## src/hdl/tcp_pkg.sv

```systemverilog
// Package for the text command parser: state type, keyword tables and helpers.
`timescale 1ns / 1ps

package tcp_pkg;

  localparam int unsigned BufferBytes = 64;
  localparam int unsigned TakenW      = $clog2(BufferBytes);
  localparam logic [TakenW-1:0] TakenLimit = TakenW'(BufferBytes - 1);

  localparam int unsigned NumDev = 4;
  localparam int unsigned NumAct = 8;
  localparam int unsigned WordW  = 80;  // up to ten characters per keyword

  // keywords right-justified, first character in the highest used byte
  localparam logic [WordW-1:0] DevWord [NumDev] = '{"LED", "BUZZER", "SEG", "CDS"};
  localparam logic [3:0]       DevLen  [NumDev] = '{4'd3, 4'd6, 4'd3, 4'd3};
  localparam logic [WordW-1:0] ActWord [NumAct] = '{
    "ON", "OFF", "BRIGHT", "READ", "DISPLAY", "CLEAR", "COUNTDOWN", "AUTO"};
  localparam logic [3:0]       ActLen  [NumAct] = '{
    4'd2, 4'd3, 4'd6, 4'd4, 4'd7, 4'd5, 4'd9, 4'd4};

  // action codes that need a value token
  localparam logic [3:0] ActBright    = 4'd3;
  localparam logic [3:0] ActDisplay   = 4'd5;
  localparam logic [3:0] ActCountdown = 4'd7;

  // value parse phase codes
  localparam logic [1:0] PhSkip   = 2'd0;
  localparam logic [1:0] PhDigits = 2'd1;
  localparam logic [1:0] PhDone   = 2'd2;

  localparam logic [7:0] ChSpace = 8'h20;
  localparam logic [7:0] ChPlus  = 8'h2B;
  localparam logic [7:0] ChMinus = 8'h2D;
  localparam logic [7:0] ChZero  = 8'h30;
  localparam logic [7:0] ChNine  = 8'h39;
  localparam logic [7:0] ChTab   = 8'h09;
  localparam logic [7:0] ChCr    = 8'h0D;

  localparam logic [31:0] MagLimit = 32'h8000_0000;
  localparam logic [31:0] PosMax   = 32'h7FFF_FFFF;

  typedef struct packed {
    logic [1:0]        token_index;
    logic [3:0]        token_length;
    logic              inside_token;
    logic [NumDev-1:0] device_hits;
    logic [NumAct-1:0] action_hits;
    logic [31:0]       value_accum;
    logic              value_negative;
    logic [1:0]        value_phase;
    logic              value_seen;
    logic [TakenW-1:0] bytes_taken;
    logic              text_ended;
  } tcp_state_t;

  localparam tcp_state_t StateReset = '{
    token_index:    2'd0,
    token_length:   4'd0,
    inside_token:   1'b0,
    device_hits:    '1,
    action_hits:    '1,
    value_accum:    32'd0,
    value_negative: 1'b0,
    value_phase:    PhSkip,
    value_seen:     1'b0,
    bytes_taken:    '0,
    text_ended:     1'b0
  };

  // character at position pos of a right-justified keyword of length len
  function automatic logic [7:0] kw_char(input logic [WordW-1:0] w, input logic [3:0] len,
                                         input logic [3:0] pos);
    logic [3:0] k;
    logic [7:0] c;
    c = 8'd0;
    k = len - pos - 4'd1;
    if (pos < len) begin
      c = w[{k, 3'b000} +: 8];
    end
    return c;
  endfunction

  function automatic logic [NumDev-1:0] narrow_dev(input logic [NumDev-1:0] hits,
                                                   input logic [3:0] pos, input logic [7:0] b);
    logic [NumDev-1:0] h;
    h = hits;
    for (int i = 0; i < NumDev; i++) begin
      if (pos >= DevLen[i] || kw_char(DevWord[i], DevLen[i], pos) != b) begin
        h[i] = 1'b0;
      end
    end
    return h;
  endfunction

  function automatic logic [NumAct-1:0] narrow_act(input logic [NumAct-1:0] hits,
                                                   input logic [3:0] pos, input logic [7:0] b);
    logic [NumAct-1:0] h;
    h = hits;
    for (int i = 0; i < NumAct; i++) begin
      if (pos >= ActLen[i] || kw_char(ActWord[i], ActLen[i], pos) != b) begin
        h[i] = 1'b0;
      end
    end
    return h;
  endfunction

  // ends the current token: keyword length must match exactly
  function automatic tcp_state_t close_token(input tcp_state_t s);
    tcp_state_t r;
    r = s;
    if (s.inside_token) begin
      if (s.token_index == 2'd0) begin
        for (int i = 0; i < NumDev; i++) begin
          if (DevLen[i] != s.token_length) r.device_hits[i] = 1'b0;
        end
      end else if (s.token_index == 2'd1) begin
        for (int i = 0; i < NumAct; i++) begin
          if (ActLen[i] != s.token_length) r.action_hits[i] = 1'b0;
        end
      end
      if (s.token_index != 2'd3) r.token_index = s.token_index + 2'd1;
      r.inside_token = 1'b0;
    end
    return r;
  endfunction

endpackage

```

## src/hdl/tcp_byte_step.sv

```systemverilog
// Next parser state for one text byte.
`timescale 1ns / 1ps

module tcp_byte_step (
  input  tcp_pkg::tcp_state_t state_i,
  input  logic [7:0]          byte_i,
  output tcp_pkg::tcp_state_t state_o
);
  import tcp_pkg::*;

  logic        is_digit;
  logic [3:0]  digit;
  logic [35:0] mag_wide;
  logic [31:0] mag_next;
  logic [3:0]  pos;

  assign is_digit = (byte_i >= ChZero) && (byte_i <= ChNine);
  assign digit    = 4'(byte_i - ChZero);
  // accum * 10 + digit, saturated to 2^31
  assign mag_wide = ({4'd0, state_i.value_accum} << 3) + ({4'd0, state_i.value_accum} << 1)
                  + {32'd0, digit};
  assign mag_next = (mag_wide > {4'd0, MagLimit}) ? MagLimit : mag_wide[31:0];

  always_comb begin
    tcp_state_t s;
    logic [1:0] ph;
    s   = state_i;
    ph  = state_i.value_phase;
    pos = state_i.token_length;
    if (!state_i.text_ended && state_i.bytes_taken < TakenLimit) begin
      s.bytes_taken = state_i.bytes_taken + TakenW'(1);
      if (byte_i == 8'd0) begin
        s.text_ended = 1'b1;
      end else if (byte_i == ChSpace) begin
        s = close_token(s);
      end else begin
        if (!state_i.inside_token) begin
          s.inside_token = 1'b1;
          pos            = 4'd0;
          if (state_i.token_index == 2'd2) s.value_seen = 1'b1;
        end
        unique case (state_i.token_index)
          2'd0: s.device_hits = narrow_dev(state_i.device_hits, pos, byte_i);
          2'd1: s.action_hits = narrow_act(state_i.action_hits, pos, byte_i);
          2'd2: begin
            // atoi style: whitespace, sign, digits
            if (ph == PhSkip) begin
              if (byte_i >= ChTab && byte_i <= ChCr) begin
                ph = PhSkip;
              end else if (byte_i == ChPlus || byte_i == ChMinus) begin
                s.value_negative = (byte_i == ChMinus);
                ph               = PhDigits;
              end else begin
                ph = is_digit ? PhDigits : PhDone;
                if (is_digit) s.value_accum = mag_next;
              end
            end else if (ph == PhDigits) begin
              if (is_digit) s.value_accum = mag_next;
              else          ph = PhDone;
            end
            s.value_phase = ph;
          end
          default: ;
        endcase
        s.token_length = (pos == 4'd15) ? pos : pos + 4'd1;
      end
    end
    state_o = s;
  end

endmodule

```

## src/hdl/text_command_parser.sv

```systemverilog
// Top level of the text command parser: stream ports, state and result registers.
`timescale 1ns / 1ps

// Takes a command text one byte per item on the slave stream (tlast marks the
// last byte of a command buffer) and gives one result item per buffer on the
// master stream. One byte is taken every cycle unless the input stalls: a byte
// lands in the input register, then the keyword match and the multiply-by-ten
// value accumulate update the parse state, and on the tlast byte the result
// register is loaded, so a result passes the input and the result register.
// The input stalls only while a finished result waits in the result register
// and the byte in the input register is itself a tlast byte. A zero byte ends
// the text and only the first 63 bytes count; tokens split on spaces. Result:
// status 0 accepted / 1 rejected, device 1 LED, 2 BUZZER, 3 SEG, 4 CDS; action
// 1 ON, 2 OFF, 3 BRIGHT, 4 READ, 5 DISPLAY, 6 CLEAR, 7 COUNTDOWN, 8 AUTO (0 is
// unknown for both); number is the signed value of the third token,
// saturated to 32 bits, or -1 when none was taken.
module text_command_parser (
  input  logic        clk_i,
  input  logic        rst_ni,
  input  logic        s_axis_tvalid,
  output logic        s_axis_tready,
  input  logic [7:0]  s_axis_tdata,   // [7:0] text_byte
  input  logic        s_axis_tlast,   // final_byte
  output logic        m_axis_tvalid,
  input  logic        m_axis_tready,
  output logic [39:0] m_axis_tdata    // [0] status, [3:1] device, [7:4] action, [39:8] number
);
  import tcp_pkg::*;

  // input register
  logic       in_valid_q;
  logic [7:0] in_byte_q;
  logic       in_last_q;

  logic       advance;
  logic       out_free;

  tcp_state_t state_q, state_step, state_end;

  logic        out_valid_q;
  logic [39:0] out_data_q, out_data_d;

  assign out_free      = !out_valid_q || m_axis_tready;
  assign advance       = in_valid_q && (!in_last_q || out_free);
  assign s_axis_tready = !in_valid_q || advance;

  always_ff @(posedge clk_i or negedge rst_ni) begin
    if (!rst_ni) begin
      in_valid_q <= 1'b0;
    end else if (s_axis_tready) begin
      in_valid_q <= s_axis_tvalid;
    end
  end

  always_ff @(posedge clk_i) begin
    if (s_axis_tready && s_axis_tvalid) begin
      in_byte_q <= s_axis_tdata;
      in_last_q <= s_axis_tlast;
    end
  end

  tcp_byte_step u_step (
    .state_i (state_q),
    .byte_i  (in_byte_q),
    .state_o (state_step)
  );

  // a pending token closes at the end of the buffer
  assign state_end = close_token(state_step);

  always_comb begin
    logic        status;
    logic [2:0]  dev;
    logic [3:0]  act;
    logic [31:0] num;
    status = 1'b1;
    dev    = 3'd0;
    act    = 4'd0;
    num    = 32'hFFFF_FFFF;
    if (state_end.token_index >= 2'd2) begin
      for (int i = NumDev - 1; i >= 0; i--) begin
        if (state_end.device_hits[i]) dev = 3'(i + 1);
      end
      if (dev != 3'd0) begin
        for (int i = NumAct - 1; i >= 0; i--) begin
          if (state_end.action_hits[i]) act = 4'(i + 1);
        end
        if (act == ActBright || act == ActDisplay || act == ActCountdown) begin
          if (state_end.value_seen) begin
            status = 1'b0;
            if (state_end.value_negative) begin
              num = 32'd0 - state_end.value_accum;
            end else begin
              num = (state_end.value_accum > PosMax) ? PosMax : state_end.value_accum;
            end
          end
        end else if (act != 4'd0) begin
          status = 1'b0;
        end
      end
    end
    out_data_d = {num, act, dev, status};
  end

  // parse state: back to reset after each buffer
  always_ff @(posedge clk_i or negedge rst_ni) begin
    if (!rst_ni) begin
      state_q <= StateReset;
    end else if (advance) begin
      state_q <= in_last_q ? StateReset : state_step;
    end
  end

  always_ff @(posedge clk_i or negedge rst_ni) begin
    if (!rst_ni) begin
      out_valid_q <= 1'b0;
    end else if (advance && in_last_q) begin
      out_valid_q <= 1'b1;
    end else if (m_axis_tready) begin
      out_valid_q <= 1'b0;
    end
  end

  always_ff @(posedge clk_i) begin
    if (advance && in_last_q) begin
      out_data_q <= out_data_d;
    end
  end

  assign m_axis_tvalid = out_valid_q;
  assign m_axis_tdata  = out_data_q;

  // checks
  a_result_follows: assert property (@(posedge clk_i) disable iff (!rst_ni)
    (advance && in_last_q) |=> m_axis_tvalid)
    else $error("result not presented after last byte");

  a_state_cleared: assert property (@(posedge clk_i) disable iff (!rst_ni)
    (advance && in_last_q) |=> (state_q == StateReset))
    else $error("parse state not cleared after result");

  a_no_overwrite: assert property (@(posedge clk_i) disable iff (!rst_ni)
    (m_axis_tvalid && !m_axis_tready && in_valid_q && in_last_q) |-> !advance)
    else $error("pending result would be overwritten");

  a_taken_bound: assert property (@(posedge clk_i) disable iff (!rst_ni)
    state_q.bytes_taken <= TakenLimit)
    else $error("byte count beyond buffer limit");

endmodule
```

## config.mk

```make
export PLATFORM = sky130hd
export DESIGN_NAME = text_command_parser
export DESIGN_NICKNAME = d
export VERILOG_FILES = /design/src/hdl/tcp_pkg.sv /design/src/hdl/tcp_byte_step.sv /design/src/hdl/text_command_parser.sv
export SDC_FILE = /design/constraint.sdc
export NUM_CORES = 1
export LEC_CHECK = 0
export BUFFER_PORTS_ARGS = -buffer_cell sky130_fd_sc_hd__buf_4
export CAP_MARGIN = 20
export CORE_ASPECT_RATIO = 1.5
export CORE_MARGIN = 1.5
export CORE_UTILIZATION = 25
export CTS_BUF_LIST = sky130_fd_sc_hd__clkbuf_4 sky130_fd_sc_hd__clkbuf_8
export CTS_CLUSTER_DIAMETER = 80
export CTS_CLUSTER_SIZE = 12
export DETAILED_ROUTE_END_ITERATION = 16
export SYNTH_ARGS = -nofsm -noshare
export SYNTH_HDL_FRONTEND = slang
export SYNTH_HIERARCHICAL = 1
export SYNTH_SLANG_ARGS = --single-unit
export TNS_END_PERCENT = 30
```

## constraint.sdc

```tcl
create_clock -name clk_i -period 5.9 [get_ports clk_i]
set_input_delay 1.475 -clock clk_i [delete_from_list [all_inputs] [get_ports clk_i]]
set_output_delay 1.475 -clock clk_i [all_outputs]
set_load 0.02 [all_outputs]
```

Yosys cells after proc, flatten, opt, wreduce, memory -nomap -nowiden:

Cells that the tools add are included.

* $add $sub $neg: 22
* magnitude comparators: 22
* equal/unequal tests: 42
* shifts and indexed selects: 12
* muxes and demuxes: 160
* reductions and logical operators: 44

Operators by type and width (count)
* 80-bit by 8-bit indexed part select with 8-bit output, first input constant: 12
* 8-bit 2-to-1 mux: 65
* 32-bit 2-to-1 mux: 7
* 62-bit 2-to-1 mux: 2
* 8-bit != test: 12
* 4-bit 2-to-1 mux: 18
* 61-bit 2-to-1 mux: 1
* 53-bit 2-to-1 mux: 1
* 1-bit 2-to-1 mux: 46
* 35-bit by 33-bit adder with 36-bit output: 1
* 36-bit by 4-bit adder with 36-bit output: 1
* 36-bit by 32-bit > comparator with 1-bit output, second input constant: 1
* 35-bit 2-to-1 mux: 1
* 33-bit 2-to-1 mux: 1
* 32-bit by 31-bit > comparator with 1-bit output, second input constant: 1
* 3-bit by 4-bit != test with 1-bit output, first input constant: 8
* 1-bit by 32-bit subtractor with 32-bit output, first input constant: 1
* 4-bit by 1-bit subtractor with 4-bit output, second input constant: 8
* 8-bit by 6-bit equality test with 1-bit output, second input constant: 3
* 12-bit 2-to-1 mux: 2
* 2-bit 2-to-1 mux: 11
* 1-bit logical OR: 18
* 4-bit by 3-bit greater-or-equal comparator with 1-bit output, second input constant: 4
* 4-bit by 3-bit < comparator with 1-bit output, second input constant: 4
* 37 further kinds: 73

* flip-flop bits (word level): 113
* bits of input ports: 13
* output and inout port bits: 42
* logic and storage cells: 320

Longest topological paths before layout:

* word-level depth: 38
* depth in mapped cells: 21
* gate-level depth less buffers: 19

By module:

The synthesis kept the hierarchy.

By module, submodules not included
* text_command_parser: instances 1, cells each 466, area each 5226.3 um^2, seq. area each 3088.0 um^2
* tcp_byte_step: instances 1, cells each 774, area each 5101.1 um^2, seq. area each 0.0 um^2

Least setup slack after synthesis:

No wires, ideal clock.

* path kind: flip-flop to flip-flop
* from: register state_q[11] (netlist bit)
* to: register out_data_q[27] (netlist: m_axis_tdata[27]), data pin
* setup time: 283 ps
* arrival: 4987 ps
* required time: 5617 ps
* slack: 630 ps
* stages on the path, launching flop included: 18
* buffers on the path: 1
* clock period less this slack: 5270 ps
* cell sequence: dfrtp_1 -> fa_1 -> inv_1 -> fa_1 -> nor2b_1 -> o2111ai_1 -> a211oi_2 -> nor4_2 -> a2111o_1 -> a221o_1 -> o2111ai_2 -> buf_6 -> o21ai_0 -> or4_4 -> or4_4 -> or3_1 -> nor3_1 -> o311ai_1

RTL lines
* start, declared: RTL line text_command_parser.sv:38 `tcp_state_t state_q, state_step, state_end;`
* start signal, assigned: RTL line text_command_parser.sv:108 `state_q <= StateReset;`
* start signal, assigned: RTL line text_command_parser.sv:110 `state_q <= in_last_q ? StateReset : state_step;`
* end signal, assigned: RTL line text_command_parser.sv:126 `out_data_q <= out_data_d;`
* end, declared: RTL line text_command_parser.sv:41 `logic [39:0] out_data_q, out_data_d;`

==> impl_metrics.yaml <==
outcome:
  run_status: "complete, no violations"
global_route:
  grt_start_max_net_pins: 65
  grt_util_met1: 0.168
  grt_use_met3: 0.0238
  gr-usage-met2: 0.290
  grt_antenna_before_repair: 1
  grt_pass1_vias: 9852
  grt.busiest_layer: "met2"
  total_gr_overflow: 0
  grt_util_all_layers: 0.156
  grt_first_pass_wirelength_mm: 52.6
power_and_ir_drop:
  report.power.total_mw: 1.99
  ir_worst_vdd_uv: 175
  power.leakage_nw: 4.84
  p_per_area_nw_per_um2: 166
final_layout:
  nNetsFinal: 1396
  drive_above_1_share: 0.145
  antennaDiodeCount: 0
  layout-area-overhead-vs-synth_pct: 16.1
die:
  num_rows: 91
  dieArea_um2: 42600
  num_io_pins: 55
  fp.coreArea_um2: 41000
  chipHeight_um: 252
  initial_utilization: 0.252
  floorplan.die.width_um: 169
logic_synthesis:
  yosysUniqueCellTypes: 83
  synth.avg_cell_area_um2: 8.33
  netlist_instances: 1240
  yosys_warnings: 6
  netlist_area_um2: 10300
  synth_enable_flop_cells: 49
  yosys_register_bits: 113
  yosysSeqAreaShare: 0.299
  most_used_dff_post_synth: "sky130_fd_sc_hd__dfrtp_1"
  postSynth.asyncResetShare: 0.566
  postSynthNetCount: 1344
placement:
  gp_congestion: 0.889
  hpwlAfterDp_mm: 25.2
  preCtsSetupSlack_ns: 0.263
  count_of_port_buffers_added_during_placement: 54
detailed_routing:
  postRouteWirelength_mm: 33.4
  vias_per_cell: 5.51
  drtIter0Drc: 687
  detail_route.first_pass.iterations: 7
  routedWlPerCell_um: 18.4
  detailroute.via_count: 10000
  ant_nets: 0
  drc: 0
setup_path:
  timing.critical_path.to_type: "register"
  critical_path.top_delay_family: "compound AO/OA/AOI/OAI gates"
  critical-path-top-cell-by-count: "sky130_fd_sc_hd__or4_4"
  timing.setup.critical_path_class: "reg2reg"
  worst-endpoint-arrival_ns: 5.70
  max_stage_delay_ns: 0.61
  critical_path_required_ns: 6.07
  crit_slowest_cell: "sky130_fd_sc_hd__or4_4"
  critical_path.max_fanout: 14
  timing.critical_path.from_type: "register"
  number_of_buffers_and_inverters_on_the_critical_path: 0
  worstPathCellList: "fa_1 -> ha_1 -> a211oi_1 -> o211ai_1 -> a31oi_1 -> o21ai_2 -> nor4b_1 -> o2111a_1 -> o2111ai_4 -> o21ai_0 -> or4_4 -> or4_4 -> or3_1 -> nor3_1 -> o311ai_1"
clock_tree:
  number_of_sinks_handled_by_clock_tree_synthesis: 113
  clock-root-buffer: "sky130_fd_sc_hd__clkbuf_8"
  cts-buffers-inserted: 17
  clk_transition_reported_paths_ns: 0.08
  cts_tree: "yes"
  cts_max_level: 4
  clock_tree.buffer_depth: 2
  clk-insertion-delay-late_ns: 0.45
timing:
  final_critical_path_setup_slack_ns: 0.375
  report.final.slew_viol_count: 0
  totalNegativeSetupSlack_ns: 0
  max_clock_freq_ghz: 0.181
  final.period_utilization: 0.936
  final_hold_viol_count: 0
  worst_pin_slew_ns: 1.00
  unrepaired_setup_endpoints_after_global_routing: "false"
  layout_min_cycle_time_ns: 5.53
  worst_clock_skew_ns: 0.0218
  setup_viol: 0
  worst_slew_margin_rel: 0.326
run:
  maxCapViolations: 0
worst_hold_path:
  min-delay-path-class: "reg2reg"
-- state kept, by name, indices dropped and copies added (netlist names) --
register and count:
m_axis_tdata 40, m_axis_tvalid 1, in_last_q 1, in_valid_q 1
in_byte_q 8, state_q 62
-- stage by stage --
stage,hold WS [ns],std cells,instance area (um^2),util
6_report,0.515,1816,12000,0.292
5_1_grt,0.556,1816,12000,0.292
4_1_cts,0.511,1815,12000,0.292
3_5_place_dp,0.488,1783,11500,0.281
3_3_place_gp,0.485,1782,11500,0.281
2_1_floorplan,0.467,1240,10300,-
-- kinds of logic (layout without fill, tap and decap cells) --
group,Yosys count,in the layout,synth area share
AO/OA/AOI/OAI,405,405,0.262
adder cells (fa/ha/maj),91,91,0.112
buffers and inverters,109,174,0.0436
XOR/XNOR,60,60,0.0509
AND/OR/NAND/NOR,448,448,0.219
flip-flops,113,113,0.299
multiplexers,14,14,0.0138
-- routing by layer --
| layer | vias to the layer above | share of wire |
|---|---|---|
| met5 | - | 0.00021 |
| met4 | 2 | 0.051 |
| met3 | 100 | 0.041 |
| met2 | 309 | 0.52 |
| met1 | 4855 | 0.38 |
| li1 | 4739 | - |
-- cell type report --
cell class                      count  area, um^2
Clock buffer                       18         241
Multi-Input combinational cell   1018        6820
Tap cell                          511         639
Clock inverter                     14         178
Timing Repair Buffer              113         913
Fill cell                        4350       29000
Sequential cell                   113        3090
Inverter                           29         109
-- worst register-to-register path, delay by kind of cell (launching register included) --
kind | cells | cell delay (ns)
and+or+nand+nor | 5 | 1.87
DFF | 1 | 0.44
adders and majority gates | 2 | 0.84
AOI/OAI and AO/OA | 8 | 2.10
-- path summary, 6_finish.rpt --
kind | from | endpoint | slack (ns) | cells past startpoint
worst min register to register | state_q[7] | state_q[7] | 0.52 | 1
min in group asynchronous | rst_ni | state_q[36] | 1.15 | 1
worst min-delay path | state_q[7] | state_q[7] | 0.52 | 1
worst max register to register | state_q[11] | m_axis_tdata[27] | 0.37 | 15
max in group asynchronous | rst_ni | state_q[60] | 4.16 | 1
worst max-delay path | state_q[11] | m_axis_tdata[27] | 0.37 | 15
-- cell usage in the layout, fill, tap and decap left out, types with 9 or more instances in the layout --
cell                         n
sky130_fd_sc_hd__nor2_1     65
sky130_fd_sc_hd__a21boi_0   15
sky130_fd_sc_hd__buf_4     109
sky130_fd_sc_hd__inv_1      28
sky130_fd_sc_hd__nand2b_1   18
sky130_fd_sc_hd__nor4_1      9
sky130_fd_sc_hd__or3_1      10
sky130_fd_sc_hd__a21o_1     12
sky130_fd_sc_hd__a31oi_1    19
sky130_fd_sc_hd__mux2i_1    12
sky130_fd_sc_hd__xor2_1     16
sky130_fd_sc_hd__nand4_1    29
sky130_fd_sc_hd__nand3_1    32
sky130_fd_sc_hd__nor3_1     40
sky130_fd_sc_hd__o21ai_1     9
sky130_fd_sc_hd__ha_1       89
sky130_fd_sc_hd__a22o_1     48
sky130_fd_sc_hd__nand2_1   157
sky130_fd_sc_hd__nor2b_1    15
sky130_fd_sc_hd__dfrtp_1    52
sky130_fd_sc_hd__o22a_1     14
sky130_fd_sc_hd__o21a_1     14
sky130_fd_sc_hd__xnor2_1    44
sky130_fd_sc_hd__edfxtp_1   49
sky130_fd_sc_hd__a21oi_1    78
sky130_fd_sc_hd__o21ai_0   104
sky130_fd_sc_hd__dfstp_2    12
sky130_fd_sc_hd__and3_1     15
sky130_fd_sc_hd__clkbuf_8   17
sky130_fd_sc_hd__or2_2       9
sky130_fd_sc_hd__o211ai_1    9
-- power by group --
group	switching [mW]	internal, mW	leakage [nW]
combinational	0.206	0.121	3.43
sequential	0.0196	0.843	1.20
clock	0.369	0.429	0.212
total	0.595	1.39	4.84
-- repair_timing --
action,in CTS,in global routing
endpoints found under the setup margin,0,15
hold buffers,0,0
gates resized for setup,0,1
hold endpoints to repair,0,0
buffers inserted,0,0
-- synth_stat cells (10+ instances only) --
cell,instances,area share
sky130_fd_sc_hd__nor2_1,65,0.024
sky130_fd_sc_hd__o21a_1,14,0.010
sky130_fd_sc_hd__and3_1,16,0.0097
sky130_fd_sc_hd__a21boi_0,15,0.011
sky130_fd_sc_hd__nand4_1,29,0.018
sky130_fd_sc_hd__nand3_1,32,0.016
sky130_fd_sc_hd__ha_1,89,0.11
sky130_fd_sc_hd__dfstp_2,12,0.031
sky130_fd_sc_hd__xnor2_1,44,0.037
sky130_fd_sc_hd__nand2b_1,18,0.011
sky130_fd_sc_hd__nor2b_1,16,0.0097
sky130_fd_sc_hd__or3_1,10,0.0061
sky130_fd_sc_hd__nand2_1,157,0.057
sky130_fd_sc_hd__inv_1,28,0.010
sky130_fd_sc_hd__clkbuf_1,60,0.022
sky130_fd_sc_hd__mux2i_1,12,0.012
sky130_fd_sc_hd__nor3_1,40,0.019
sky130_fd_sc_hd__a21oi_1,78,0.038
sky130_fd_sc_hd__o22a_1,14,0.012
sky130_fd_sc_hd__xor2_1,16,0.014
sky130_fd_sc_hd__dfrtp_1,52,0.13
sky130_fd_sc_hd__edfxtp_1,49,0.14
sky130_fd_sc_hd__a21o_1,12,0.0087
sky130_fd_sc_hd__a31oi_1,19,0.012
sky130_fd_sc_hd__o21ai_0,105,0.051
sky130_fd_sc_hd__a22o_1,48,0.041
Power figures use the tool's default switching activity.
